==> src/rtl/cps_pkg.sv <==
// Package for the crosspoint mux shift-register sequencer.
// Holds the command types, shadow bit masks and the word step decoder.
// No dependencies; every module of the block refers to it by scoped name.
package cps_pkg;

  localparam int CHAIN_BITS_DEF  = 32;
  localparam int QUEUE_DEPTH_DEF = 2;

  localparam int WORD_W = 32;

  // Shadow bit map: 4 CS2, 5 CS1, 6 strobe, 7 data, 8 reset,
  // 9..11 mux input address, 12..15 mux output address.
  localparam logic [WORD_W-1:0] CS_BOTH_M     = 32'h0000_0030;
  localparam logic [WORD_W-1:0] CS2_B         = 32'h0000_0010;
  localparam logic [WORD_W-1:0] CS1_B         = 32'h0000_0020;
  localparam logic [WORD_W-1:0] STROBE_B      = 32'h0000_0040;
  localparam logic [WORD_W-1:0] DATA_B        = 32'h0000_0080;
  localparam logic [WORD_W-1:0] RESET_B       = 32'h0000_0100;
  localparam logic [WORD_W-1:0] DATA_STROBE_M = 32'h0000_00C0;
  localparam logic [WORD_W-1:0] ADDR_M        = 32'h0000_FE00;
  localparam logic [WORD_W-1:0] ZERO_W        = 32'h0000_0000;
  localparam int               IN_ADDR_LSB   = 9;
  localparam int               OUT_ADDR_LSB  = 12;

  typedef enum logic [1:0] {
    OP_UPDATE  = 2'd0,
    OP_RESET   = 2'd1,
    OP_CONNECT = 2'd2,
    OP_IGNORE  = 2'd3
  } opcode_t;

  // Word position within one command
  typedef enum logic [1:0] {
    STEP_FIRST  = 2'd0,
    STEP_SECOND = 2'd1,
    STEP_THIRD  = 2'd2,
    STEP_TAIL   = 2'd3
  } step_t;

  typedef struct packed {
    opcode_t           op;
    logic [WORD_W-1:0] mask;       // masked update mask
    logic [WORD_W-1:0] bits;       // masked update values, or connect select word
    logic              last_pair;
  } cmd_t;

  typedef struct packed {
    logic [WORD_W-1:0] mask;
    logic [WORD_W-1:0] bits;
  } word_op_t;

  typedef struct packed {
    logic full;
    logic empty;
  } qstat_t;

  typedef enum logic [1:0] {
    B_IDLE,
    B_LOAD,
    B_SHIFT,
    B_LATCH
  } back_state_t;

  function automatic word_op_t step_word(input cmd_t cmd, input step_t step);
    word_op_t w;
    w.mask = ZERO_W;
    w.bits = ZERO_W;
    unique case (cmd.op)
      OP_UPDATE: begin
        w.mask = cmd.mask;
        w.bits = cmd.bits;
      end
      OP_RESET: begin
        unique case (step)
          STEP_FIRST:  begin w.mask = CS_BOTH_M;            w.bits = CS_BOTH_M; end
          STEP_SECOND: begin w.mask = RESET_B | STROBE_B;   w.bits = RESET_B;   end
          STEP_THIRD:  begin w.mask = RESET_B;              w.bits = ZERO_W;    end
          default:     begin w.mask = STROBE_B;             w.bits = ZERO_W;    end
        endcase
      end
      OP_CONNECT: begin
        unique case (step)
          STEP_FIRST:  begin w.mask = DATA_STROBE_M;        w.bits = DATA_B;        end
          STEP_SECOND: begin w.mask = CS_BOTH_M | ADDR_M;   w.bits = cmd.bits;      end
          STEP_THIRD:  begin w.mask = DATA_STROBE_M;        w.bits = DATA_STROBE_M; end
          default:     begin w.mask = STROBE_B;             w.bits = ZERO_W;        end
        endcase
      end
      default: begin
        w.mask = ZERO_W;
        w.bits = ZERO_W;
      end
    endcase
    return w;
  endfunction

  function automatic step_t final_step(input cmd_t cmd);
    step_t s;
    if (cmd.op == OP_UPDATE) begin
      s = STEP_FIRST;
    end else if (cmd.last_pair) begin
      s = STEP_TAIL;
    end else begin
      s = STEP_THIRD;
    end
    return s;
  endfunction

endpackage

==> src/rtl/crosspoint_mux_shift_register_sequencer.sv <==
// Top level of the crosspoint mux shift-register sequencer.
// Ties front end, command queue and back end together.
// Depends on cps_pkg, cps_front, cps_queue and cps_back.
//
//   channel | handshake          | payload
//   --------+--------------------+---------------------------------------------
//   input   | in_valid / in_stall | opcode update_mask update_bits in_addr
//           |                    | out_addr last_pair
//   output  | out_valid/out_stall| latched_word outputs_enabled last
//
// Each latched word passes through the back end as one load, CHAIN_BITS
// serial shifts and one latch, which waits while out_stall holds the output;
// the back end idles between commands. A masked update latches one word, a
// reset or connect three or four. The serial shifter sets the pace.
// Reset (rst, synchronous) clears shadow, queue, out_valid and outputs_enabled.
// The front keeps taking transactions while the queue has room; out_stall
// holds the latched word and halts the back end at its next latch.
module crosspoint_mux_shift_register_sequencer #(
  parameter int CHAIN_BITS  = cps_pkg::CHAIN_BITS_DEF,
  parameter int QUEUE_DEPTH = cps_pkg::QUEUE_DEPTH_DEF
) (
  input  logic        clk,
  input  logic        rst,
  input  logic        in_valid,
  output logic        in_stall,
  input  logic [1:0]  opcode,
  input  logic [31:0] update_mask,
  input  logic [31:0] update_bits,
  input  logic [2:0]  in_addr,
  input  logic [4:0]  out_addr,
  input  logic        last_pair,
  output logic        out_valid,
  input  logic        out_stall,
  output logic [31:0] latched_word,
  output logic        outputs_enabled,
  output logic        last
);

  cps_pkg::qstat_t qstat;
  cps_pkg::cmd_t   push_cmd;
  cps_pkg::cmd_t   head;
  logic            push;
  logic            pop;

  // Classify and drop unused opcodes
  cps_front u_front (
    .in_valid    (in_valid),
    .in_stall    (in_stall),
    .opcode      (opcode),
    .update_mask (update_mask),
    .update_bits (update_bits),
    .in_addr     (in_addr),
    .out_addr    (out_addr),
    .last_pair   (last_pair),
    .qstat       (qstat),
    .push        (push),
    .cmd         (push_cmd)
  );

  // Decouple front from the slow serial back end
  cps_queue #(
    .DEPTH (QUEUE_DEPTH)
  ) u_queue (
    .clk      (clk),
    .rst      (rst),
    .push     (push),
    .push_cmd (push_cmd),
    .pop      (pop),
    .head     (head),
    .qstat    (qstat)
  );

  // Sequence words, shift them out and latch each one
  cps_back #(
    .CHAIN_BITS (CHAIN_BITS)
  ) u_back (
    .clk             (clk),
    .rst             (rst),
    .head            (head),
    .qstat           (qstat),
    .pop             (pop),
    .out_valid       (out_valid),
    .out_stall       (out_stall),
    .latched_word    (latched_word),
    .outputs_enabled (outputs_enabled),
    .last            (last)
  );

  // Every latch enables the register outputs
  a_enabled_with_word: assert property (@(posedge clk) disable iff (rst)
    out_valid |-> outputs_enabled)
    else $error("word presented with outputs disabled");

  // Queue cannot report full and empty together
  a_queue_status: assert property (@(posedge clk) disable iff (rst)
    !(qstat.full && qstat.empty))
    else $error("queue status inconsistent");

  // A queued command is visible to the back end on the next cycle
  a_push_lands: assert property (@(posedge clk) disable iff (rst)
    push |=> !qstat.empty)
    else $error("pushed command lost");

  // Back end only retires a command while one is held
  a_pop_nonempty: assert property (@(posedge clk) disable iff (rst)
    pop |-> !qstat.empty)
    else $error("pop from empty queue");

endmodule

==> src/rtl/cps_front.sv <==
// Front end of the crosspoint mux sequencer: accepts and classifies items.
// Drops unused opcodes and prebuilds the connect select word.
// Depends on cps_pkg.
module cps_front (
  input  logic                      in_valid,
  output logic                      in_stall,
  input  logic [1:0]                opcode,
  input  logic [31:0]               update_mask,
  input  logic [31:0]               update_bits,
  input  logic [2:0]                in_addr,
  input  logic [4:0]                out_addr,
  input  logic                      last_pair,
  input  cps_pkg::qstat_t           qstat,
  output logic                      push,
  output cps_pkg::cmd_t             cmd
);

  cps_pkg::opcode_t            op;
  logic [cps_pkg::WORD_W-1:0]  cs_sel;
  logic [cps_pkg::WORD_W-1:0]  addr_bits;

  assign op = cps_pkg::opcode_t'(opcode);

  // Outputs 16..31 sit on the second chip
  assign cs_sel    = out_addr[4] ? cps_pkg::CS2_B : cps_pkg::CS1_B;
  assign addr_bits = (cps_pkg::WORD_W'(in_addr) << cps_pkg::IN_ADDR_LSB)
                   | (cps_pkg::WORD_W'(out_addr[3:0]) << cps_pkg::OUT_ADDR_LSB);

  assign in_stall = qstat.full;

  always_comb begin
    cmd.op        = op;
    cmd.last_pair = last_pair;
    if (op == cps_pkg::OP_UPDATE) begin
      cmd.mask = update_mask;
      cmd.bits = update_bits;
    end else begin
      cmd.mask = cps_pkg::ZERO_W;
      cmd.bits = cs_sel | addr_bits;
    end
  end

  // Unused opcode: take the transaction, queue nothing
  assign push = in_valid && !qstat.full && (op != cps_pkg::OP_IGNORE);

endmodule

==> src/rtl/cps_queue.sv <==
// Command queue between front and back end of the mux sequencer.
// Small circular buffer of cps_pkg::cmd_t entries.
// Depends on cps_pkg.
module cps_queue #(
  parameter int DEPTH = cps_pkg::QUEUE_DEPTH_DEF
) (
  input  logic             clk,
  input  logic             rst,
  input  logic             push,
  input  cps_pkg::cmd_t    push_cmd,
  input  logic             pop,
  output cps_pkg::cmd_t    head,
  output cps_pkg::qstat_t  qstat
);

  localparam int PTR_W = (DEPTH > 1) ? $clog2(DEPTH) : 1;
  localparam int CNT_W = $clog2(DEPTH + 1);

  cps_pkg::cmd_t      slots [DEPTH];
  logic [PTR_W-1:0]   wr_ptr;
  logic [PTR_W-1:0]   rd_ptr;
  logic [CNT_W-1:0]   count;

  function automatic logic [PTR_W-1:0] bump(input logic [PTR_W-1:0] p);
    logic [PTR_W-1:0] r;
    if (p == PTR_W'(DEPTH - 1)) begin
      r = '0;
    end else begin
      r = p + PTR_W'(1);
    end
    return r;
  endfunction

  assign qstat.full  = (count == CNT_W'(DEPTH));
  assign qstat.empty = (count == '0);
  assign head        = slots[rd_ptr];

  always_ff @(posedge clk) begin
    if (push) begin
      slots[wr_ptr] <= push_cmd;
    end
  end

  always_ff @(posedge clk) begin
    if (rst) begin
      wr_ptr <= '0;
      rd_ptr <= '0;
      count  <= '0;
    end else begin
      if (push) begin
        wr_ptr <= bump(wr_ptr);
      end
      if (pop) begin
        rd_ptr <= bump(rd_ptr);
      end
      if (push && !pop) begin
        count <= count + CNT_W'(1);
      end else if (pop && !push) begin
        count <= count - CNT_W'(1);
      end
    end
  end

endmodule

==> src/rtl/cps_back.sv <==
// Back end of the mux sequencer: applies each word step to the shadow,
// shifts the word through a model of the serial chain and latches it.
// Depends on cps_pkg.
module cps_back #(
  parameter int CHAIN_BITS = cps_pkg::CHAIN_BITS_DEF
) (
  input  logic             clk,
  input  logic             rst,
  input  cps_pkg::cmd_t    head,
  input  cps_pkg::qstat_t  qstat,
  output logic             pop,
  output logic             out_valid,
  input  logic             out_stall,
  output logic [31:0]      latched_word,
  output logic             outputs_enabled,
  output logic             last
);

  localparam int CNT_W = (CHAIN_BITS > 1) ? $clog2(CHAIN_BITS) : 1;

  cps_pkg::back_state_t        state, state_next;
  cps_pkg::step_t              step;
  logic [cps_pkg::WORD_W-1:0]  shadow;
  logic [cps_pkg::WORD_W-1:0]  shadow_next;
  logic [CHAIN_BITS-1:0]       sreg;
  logic [CHAIN_BITS-1:0]       chain;
  logic [CNT_W-1:0]            bit_cnt;
  cps_pkg::word_op_t           wop;
  logic                        load_word;
  logic                        do_shift;
  logic                        do_latch;
  logic                        final_word;
  logic                        out_free;

  assign wop         = cps_pkg::step_word(head, step);
  assign shadow_next = (shadow & ~wop.mask) | (wop.mask & wop.bits);
  assign final_word  = (step == cps_pkg::final_step(head));
  assign out_free    = !out_valid || !out_stall;

  always_ff @(posedge clk) begin
    if (rst) begin
      state <= cps_pkg::B_IDLE;
    end else begin
      state <= state_next;
    end
  end

  always_comb begin
    state_next = state;
    load_word  = 1'b0;
    do_shift   = 1'b0;
    do_latch   = 1'b0;
    pop        = 1'b0;
    unique case (state)
      cps_pkg::B_IDLE: begin
        if (!qstat.empty) begin
          state_next = cps_pkg::B_LOAD;
        end
      end
      cps_pkg::B_LOAD: begin
        load_word  = 1'b1;
        state_next = cps_pkg::B_SHIFT;
      end
      cps_pkg::B_SHIFT: begin
        do_shift = 1'b1;
        if (bit_cnt == CNT_W'(CHAIN_BITS - 1)) begin
          state_next = cps_pkg::B_LATCH;
        end
      end
      cps_pkg::B_LATCH: begin
        if (out_free) begin
          do_latch = 1'b1;
          if (final_word) begin
            pop        = 1'b1;
            state_next = cps_pkg::B_IDLE;
          end else begin
            state_next = cps_pkg::B_LOAD;
          end
        end
      end
      default: state_next = cps_pkg::B_IDLE;
    endcase
  end

  // Shadow, step counter, output valid and enable are control state
  always_ff @(posedge clk) begin
    if (rst) begin
      shadow          <= '0;
      step            <= cps_pkg::STEP_FIRST;
      out_valid       <= 1'b0;
      outputs_enabled <= 1'b0;
    end else begin
      if (load_word) begin
        shadow <= shadow_next;
      end
      if (do_latch) begin
        step            <= final_word ? cps_pkg::STEP_FIRST : cps_pkg::step_t'(step + 2'd1);
        out_valid       <= 1'b1;
        outputs_enabled <= 1'b1;
      end else if (!out_stall) begin
        out_valid <= 1'b0;
      end
    end
  end

  // Serial chain: drive LSB first, chain fills from the far end
  always_ff @(posedge clk) begin
    if (load_word) begin
      sreg    <= CHAIN_BITS'(shadow_next);
      chain   <= '0;
      bit_cnt <= '0;
    end else if (do_shift) begin
      sreg    <= sreg >> 1;
      chain   <= {sreg[0], chain[CHAIN_BITS-1:1]};
      bit_cnt <= bit_cnt + CNT_W'(1);
    end
    if (do_latch) begin
      latched_word <= 32'(chain);
      last         <= final_word;
    end
  end

endmodule

==> config.mk <==
export PLATFORM = sky130hd
export DESIGN_NAME = crosspoint_mux_shift_register_sequencer
export DESIGN_NICKNAME = d
export VERILOG_FILES = /design/src/rtl/cps_pkg.sv /design/src/rtl/crosspoint_mux_shift_register_sequencer.sv /design/src/rtl/cps_front.sv /design/src/rtl/cps_queue.sv /design/src/rtl/cps_back.sv
export SDC_FILE = /design/constraint.sdc
export NUM_CORES = 1
export LEC_CHECK = 0
export ABC_CLOCK_PERIOD_IN_PS = 10550
export BUFFER_PORTS_ARGS = -buffer_cell sky130_fd_sc_hd__buf_4
export CAP_MARGIN = 0
export CORE_MARGIN = 4
export CORE_UTILIZATION = 56
export DETAILED_ROUTE_END_ITERATION = 10
export GPL_TIMING_DRIVEN = 0
export PLACE_DENSITY = 0.83
export SLEW_MARGIN = 20
export SYNTH_ARGS = -nofsm -noshare
export SYNTH_HDL_FRONTEND = slang
export SYNTH_SLANG_ARGS = --single-unit
==> constraint.sdc <==
create_clock -name clk -period 10.55 [get_ports clk]
set_clock_uncertainty 0.1 [all_clocks]
set_input_delay 1.5825 -clock clk [delete_from_list [all_inputs] [get_ports clk]]
set_output_delay 1.5825 -clock clk [all_outputs]
set_load 0.01 [all_outputs]
==> results.sh, run 1 <==
export IMPL_avgSynthCellArea_um2=13.0
export IMPL_cts_tree="yes"
export IMPL_cp_depth=7
export IMPL_drc=0
export IMPL_relSlewSlack_pct=42.4
export IMPL_first_pass_iters=5
export IMPL_die_area_um2=22800
export IMPL_grt_usage_pct=21.4
export IMPL_syn_instance_count=878
export IMPL_syn_num_nets=971
export IMPL_ys_seq_area_share_pct=66.3
export IMPL_synth_flop_cell="edfxtp_1"
export IMPL_antenna_found_initial=0
export IMPL_num_vias=7470
export IMPL_start_kind="input pin"
export IMPL_slew_violations=0
export IMPL_crit_slowest_cell="nor2b_4"
export IMPL_synth_compound_gate_area_share_pct=8.65
export IMPL_synth_cell_types=49
export IMPL_cts_made_buffers=27
export IMPL_endpoint_kind="flop"
export IMPL_cts_hold_buffers=0
export IMPL_vias_per_cell=5.68
export IMPL_ys_warnings_count=0
export IMPL_multi_input_area_um2=3530
export IMPL_grt_pass1_vias=7385
export IMPL_synth_top_family_by_area="simple AND/OR/NAND/NOR gates"
export IMPL_worst_r2r_path_depth=10
export IMPL_whs_path_depth=0
export IMPL_clk_pin_slew_ps=60
export IMPL_synth_async_reset_ratio_pct=0
export IMPL_synth_seq_cells=279
export IMPL_fin_cells=1315
export IMPL_diodes=0
export IMPL_clock_power_share_pct=31.7
export IMPL_ff_latch_area_um2=7580
export IMPL_fillCellCount=1430
export IMPL_tns_ps=0
export IMPL_p_leak_nw=4.85
export IMPL_fin_crit_ps=3090
export IMPL_layout_drive_gt1_share_pct=18.6
export IMPL_max_stage_delay_ps=690
export IMPL_synth_simple_area_share_pct=10.4
export IMPL_hpwl_um=16600
export IMPL_hp_start="u_back.chain[0]"
export IMPL_dp_cells=1265
export IMPL_critPathMaxFanout=18
export IMPL_p_comb_share_pct=19.6
export IMPL_synth_adder_area_share_pct=1.53
export IMPL_power_switching_mw=0.818
export IMPL_clk_latency_ps=540
export IMPL_sw_frac_of_total_pct=27.7
export IMPL_outcome="finished, final reports clean"
export IMPL_synth_area_mux_share_pct=9.71
export IMPL_synth_xor_area_share_pct=0.536
export IMPL_rrSetupSlack_ps=7630
export IMPL_cp_data_required_time_ps=10690
export IMPL_postRouteWirelength_um=24500
export IMPL_ir_worst_vdd_v=0.000188
export IMPL_detail_route_antenna_nets=0
export IMPL_finalSetupViolations=0
export IMPL_io_buffers=113
export IMPL_fmax_mhz=324
export IMPL_grt_pass1_wl_um=38000
export IMPL_max_cap_viol_count=0
export IMPL_arrival_ps=3230
export IMPL_cts_setup_buffers=0
export IMPL_r2r_start="u_queue.slots[1][65]"
export IMPL_die_h_um=151
export IMPL_power_density_nw_per_um2=217
export IMPL_hp_class="reg -> reg"
export IMPL_rr_endpoint="u_queue.count[1]"
export IMPL_crit_type="in -> reg"
export IMPL_path_buf_inv=3
export IMPL_fp_row_count=52
export IMPL_start_util_pct=56.7
export IMPL_crit_family="simple AND/OR/NAND/NOR gates"
export IMPL_grt_setup_unrepaired="no"
export IMPL_cts_resized=0
export IMPL_cts_sinks=279
export IMPL_internal_power_mw=2.14
export IMPL_finalCritPeriodShare_pct=29.3
export IMPL_nets=1117
export IMPL_clk_path_buf_depth=3
export IMPL_grt_max_degree=48
export IMPL_io_pins=115
export IMPL_root_buffer="clkbuf_16"
export IMPL_die_w_um=151
export IMPL_htree_levels=1
export IMPL_overflow=0
export IMPL_worst_slew_pin_slew_ps=864
export IMPL_crit_chain="buf_4 -> nand2_1 -> nand2_1 -> nor2_1 -> nor2b_4 -> buf_16 -> buf_16"
export IMPL_core_um2=20200
export IMPL_final_util_pct=67.5
export IMPL_synth_edf_count=199
export IMPL_sequentialPowerShare_pct=48.7
export IMPL_finalHoldViolCount=0
export IMPL_synthToLayoutAreaGrowth_pct=19.1
export IMPL_drt_iter0_markers=664
export IMPL_globalplace_congestion=0.855
export IMPL_mappedNetlistArea_um2=11400
export IMPL_hold_end="u_back.latched_word[0]"
export IMPL_post_drt_wl_per_cell_um=18.6
routing by layer:
layer	up-vias	global-route usage [%]	part of all wire (%)
met1	3586	28.3	40
met3	68	3.71	7.2
li1	3486	-	-
met5	-	0	0
met4	0	8.30	3.7
met2	330	35.6	49
worst register-to-register path: stages (launching register included):
cell and delay [ps]:
edfxtp_1 350, buf_2 190, or3b_1 410, and2_1 150
buf_2 170, a31oi_1 480, inv_1 130, nand2_1 100
ha_1 260, or3_1 380, a21oi_1 130
cells in the mapped netlist (2+ instances only):
cell type | count | share of area, %
inv_1 | 21 | 0.69
o21ai_0 | 6 | 0.26
buf_1 | 5 | 0.16
a21o_1 | 3 | 0.20
dfxtp_1 | 80 | 14
o21a_1 | 12 | 0.79
buf_2 | 12 | 0.53
o22a_1 | 6 | 0.46
xor2_1 | 4 | 0.31
o21ai_1 | 28 | 1.2
nor3_1 | 31 | 1.4
and3_1 | 3 | 0.16
mux2i_1 | 97 | 8.5
nand2_1 | 44 | 1.4
o31ai_1 | 2 | 0.13
nor2_1 | 74 | 2.4
or3_1 | 4 | 0.22
buf_6 | 5 | 0.49
clkbuf_1 | 30 | 0.99
ha_1 | 14 | 1.5
nand2b_1 | 7 | 0.38
o2bb2ai_1 | 8 | 0.61
nand3_1 | 7 | 0.31
o221ai_1 | 6 | 0.46
edfxtp_1 | 199 | 52
a21oi_1 | 46 | 2.0
a211oi_1 | 21 | 1.4
and2_1 | 57 | 3.1
o21ba_1 | 2 | 0.18
nor2b_1 | 11 | 0.60
a31oi_1 | 2 | 0.11
xnor2_1 | 3 | 0.23
mux2_2 | 11 | 1.1
a211oi_2 | 2 | 0.22
power by group through the flow:
| stage | Clock (mW) | Combinational [mW] | Sequential, mW |
|---|---|---|---|
| floorplan | 0 | 0.376 | 1.45 |
| global placement | 0 | 0.537 | 1.46 |
| detailed placement | 0 | 0.570 | 1.46 |
| CTS | 0.945 | 0.576 | 1.44 |
| global route | 0.988 | 0.630 | 1.45 |
| finish | 0.936 | 0.580 | 1.44 |
kinds of logic (layout without fill, tap and decap cells):
kind of cell / count (synthesis) / count (layout)
adder cells (fa/ha/maj): 14 / 14
multiplexers: 109 / 109
AO/OA/AOI/OAI: 152 / 152
buffers and inverters: 74 / 241
flip-flops: 279 / 279
XOR/XNOR: 7 / 7
AND/OR/NAND/NOR: 243 / 243
worst max path at each step:
stage                         start              endpoint  slack [ps]
after CTS                 opcode[0]  u_queue.slots[0][27]        7460
after global routing      out_stall      u_queue.count[1]        7330
after global placement    opcode[0]  u_queue.slots[0][44]        3140
final                     opcode[0]  u_queue.slots[0][27]        7460
after detailed placement  opcode[0]  u_queue.slots[0][29]        6910
after floorplan           opcode[0]   u_queue.slots[0][0]        5070
layout by cell type, fill, tap and decap left out, types with 3 or more instances in the layout:
master,count
a211oi_1,21
edfxtp_1,199
buf_4,114
nand2b_1,7
a21oi_1,46
and3_1,3
o21ai_1,28
buf_16,4
o21a_1,12
and2_1,56
nand3_1,7
or3_1,4
a21o_1,3
buf_2,12
clkbuf_8,6
o221ai_1,6
dfxtp_1,80
buf_1,5
xor2_1,4
o22a_1,6
mux2i_1,97
inv_1,20
mux2_2,11
xnor2_1,3
clkbuf_16,29
o21ai_0,6
nor2b_1,10
clkinv_2,3
nor2_1,74
nand2_1,44
clkbuf_1,39
buf_6,5
ha_1,13
nor3_1,31
o2bb2ai_1,8
flip-flops by register name, indices dropped and copies added (netlist names), named ones only:
register and flops:
u_back.latched_word 32, u_queue.rd_ptr 1, u_back.chain 32, u_back.shadow 32
u_back.state 2, u_back.bit_cnt 5, u_queue.slots 134, u_back.out_valid 1
u_back.outputs_enabled 1, u_back.last 1, u_queue.count 2, u_queue.wr_ptr 1
u_back.sreg 32, u_back.step 2
layout make-up:
type / count / share of cell area [%]
Clock buffer: 44 / 6.18
Clock inverter: 6 / 0.257
Buffer: 53 / 1.87
Inverter: 21 / 0.579
Tap cell: 270 / 2.48
Sequential cell: 279 / 55.6
Timing Repair Buffer: 117 / 7.04
Multi-Input combinational cell: 525 / 25.9
stage by stage:
| step | total power, mW | instance area (um2) | setup slack, ps | hold slack [ps] |
|---|---|---|---|---|
| after floorplan | 1.83 | 11400 | 5070 | 308 |
| after global placement | 2.00 | 12600 | 3140 | 320 |
| after global routing | 3.07 | 13600 | 7330 | 360 |
| after detailed placement | 2.03 | 12700 | 6910 | 327 |
| after CTS | 2.96 | 13600 | 7460 | 346 |
| final | 2.95 | 13600 | 7460 | 340 |
Power figures use the tool's default switching activity.
==> inputs of run 2 (changes only) <==
--- a/config.mk
+++ b/config.mk
@@ -5,11 +5,11 @@
 export SDC_FILE = /design/constraint.sdc
 export NUM_CORES = 1
 export LEC_CHECK = 0
-export ABC_CLOCK_PERIOD_IN_PS = 10550
+export ABC_CLOCK_PERIOD_IN_PS = 2800
 export BUFFER_PORTS_ARGS = -buffer_cell sky130_fd_sc_hd__buf_4
 export CAP_MARGIN = 0
 export CORE_MARGIN = 4
-export CORE_UTILIZATION = 56
+export CORE_UTILIZATION = 53
 export DETAILED_ROUTE_END_ITERATION = 10
 export GPL_TIMING_DRIVEN = 0
 export PLACE_DENSITY = 0.83
==> constraint.sdc (replaced) <==
create_clock -name clk -period 2.8 [get_ports clk]
set_clock_uncertainty 0.1 [all_clocks]
set_input_delay 0.42 -clock clk [delete_from_list [all_inputs] [get_ports clk]]
set_output_delay 0.42 -clock clk [all_outputs]
set_load 0.01 [all_outputs]
==> results.sh, run 2 (synthesis results as in run 1) <==
export IMPL_start_kind="flop"
export IMPL_ff_latch_area_um2=7580
export IMPL_clk_pin_slew_ps=60
export IMPL_grt_pass1_vias=7601
export IMPL_root_buffer="clkbuf_16"
export IMPL_fin_ws_ps=163
export IMPL_overflow=0
export IMPL_worst_r2r_path_depth=10
export IMPL_drc=0
export IMPL_pre_cts_slack_ps=-109
export IMPL_power_density_nw_per_um2=833
export IMPL_grt_max_degree=46
export IMPL_endpoint_kind="flop"
export IMPL_hp_start="out_stall"
export IMPL_layout_commonest_cell="edfxtp_1"
export IMPL_start_util_pct=54.2
export IMPL_io_pins=115
export IMPL_drt_iter0_markers=623
export IMPL_hp_class="in -> reg"
export IMPL_largest_reg_flops=134
export IMPL_slew_violations=0
export IMPL_post_drt_wl_per_cell_um=18.7
export IMPL_critPathMaxFanout=9
export IMPL_final_util_pct=65.2
export IMPL_die_h_um=155
export IMPL_vias_per_cell=5.65
export IMPL_r2r_start="u_queue.slots[1][65]"
export IMPL_tns_ps=0
export IMPL_worst_slew_pin_slew_ps=846
export IMPL_relSlewSlack_pct=43.6
export IMPL_post_dp_cell_area_um2=12700
export IMPL_diodes=0
export IMPL_final_cell_mix="199 x edfxtp_1, 115 x buf_4, 97 x mux2i_1, 80 x dfxtp_1, 74 x nor2_1"
export IMPL_hold_end="u_back.out_valid"
export IMPL_stdcell_area_um2=13700
export IMPL_cp_data_required_time_ps=3150
export IMPL_die_w_um=155
export IMPL_die_area_um2=24000
export IMPL_detail_route_antenna_nets=0
export IMPL_p_total_mw=11.4
export IMPL_cts_made_buffers=28
export IMPL_cts_sinks=279
export IMPL_io_buffers=113
export IMPL_max_cap_viol_count=0
export IMPL_fin_crit_ps=2640
export IMPL_clk_latency_ps=530
export IMPL_fp_row_count=53
export IMPL_ir_worst_vdd_v=0.000540
export IMPL_rr_endpoint="u_queue.count[1]"
export IMPL_dp_cells=1269
export IMPL_arrival_ps=2990
export IMPL_fillCellCount=1508
export IMPL_finalSetupViolations=0
export IMPL_outcome="finished, final reports clean"
export IMPL_num_vias=7489
export IMPL_finalHoldViolCount=0
export IMPL_grt_usage_pct=20.4
export IMPL_fmax_mhz=379
export IMPL_layout_drive_gt1_share_pct=19.1
export IMPL_synthToLayoutAreaGrowth_pct=20.2
export IMPL_rrSetupSlack_ps=160
export IMPL_postRouteWirelength_um=24800
export IMPL_grt_pass1_wl_um=39300
export IMPL_finalCritPeriodShare_pct=94.2
export IMPL_fin_cells=1325
export IMPL_regMostFlops="u_queue.slots"
export IMPL_core_um2=21100
export IMPL_whs_path_depth=3
export IMPL_antenna_found_initial=0
export IMPL_crit_type="reg -> reg"
export IMPL_holdWs_ps=51.2
export IMPL_multi_input_area_um2=3560
export IMPL_p_leak_nw=4.89
export IMPL_globalplace_congestion=0.861
export IMPL_nets=1121
export IMPL_clk_path_buf_depth=3
export IMPL_cts_tree="yes"
export IMPL_hpwl_um=16700
export IMPL_htree_levels=1
export IMPL_first_pass_iters=5
run 2: cell count changes in the layout (fill, tap and decap cells not counted), sizes merged:
cell	before	now
bufinv	0	3
clkbuf	74	73
buf	140	139
clkinvlp	1	0
clkinv	4	6
dlygate4sd3	0	3
run 2: layout make-up:
cell class	count	area share [%]
Buffer	53	1.88
Clock buffer	42	6.00
Clock inverter	10	0.984
Inverter	21	0.574
Multi-Input combinational cell	525	25.9
Sequential cell	279	55.1
Tap cell	275	2.50
Timing Repair Buffer	120	6.99
run 2: timing repair:
action	in CTS	in global routing
hold buffers	3	0
resized for setup	1	5
endpoints found under the setup margin	1	1
endpoints found under the hold margin	6	0
pin swaps	0	1
setup buffers	0	1
run 2: worst max path at each step:
stage                           end  slack [ps]            startpoint
6_report           u_queue.count[1]         160  u_queue.slots[1][65]
5_1_grt            u_queue.count[1]          -3  u_queue.slots[1][65]
4_1_cts            u_queue.count[1]          20  u_queue.slots[0][65]
3_5_place_dp       u_queue.count[1]        -110  u_queue.slots[0][65]
3_3_place_gp   u_queue.slots[0][58]        -310             opcode[0]
2_1_floorplan      u_queue.count[1]         260  u_queue.slots[1][65]
run 2: critical path, cell delays in order, from the launching register on:
cell and delay, ps:
edfxtp_1 350, buf_2 190, or3b_4 420, and2_1 140, buf_2 190, a31oi_4 220
inv_1 80, nand2_1 80, ha_1 270, or3_1 380, a21oi_1 160
run 2: routing by layer:
| metal | share of wire [%] | vias up | GRT usage (%) |
|---|---|---|---|
| li1 | - | 3504 | - |
| met1 | 40 | 3596 | 25.9 |
| met2 | 49 | 313 | 34.6 |
| met3 | 7.1 | 76 | 3.87 |
| met4 | 4.1 | 0 | 8.28 |
| met5 | 0 | - | 0 |
run 2: power breakdown:
group | switching (mW) | internal [mW] | leakage (nW)
registers | 0.223 | 5.21 | 2.51
logic | 1.40 | 0.788 | 1.91
clock network | 1.51 | 2.31 | 0.471
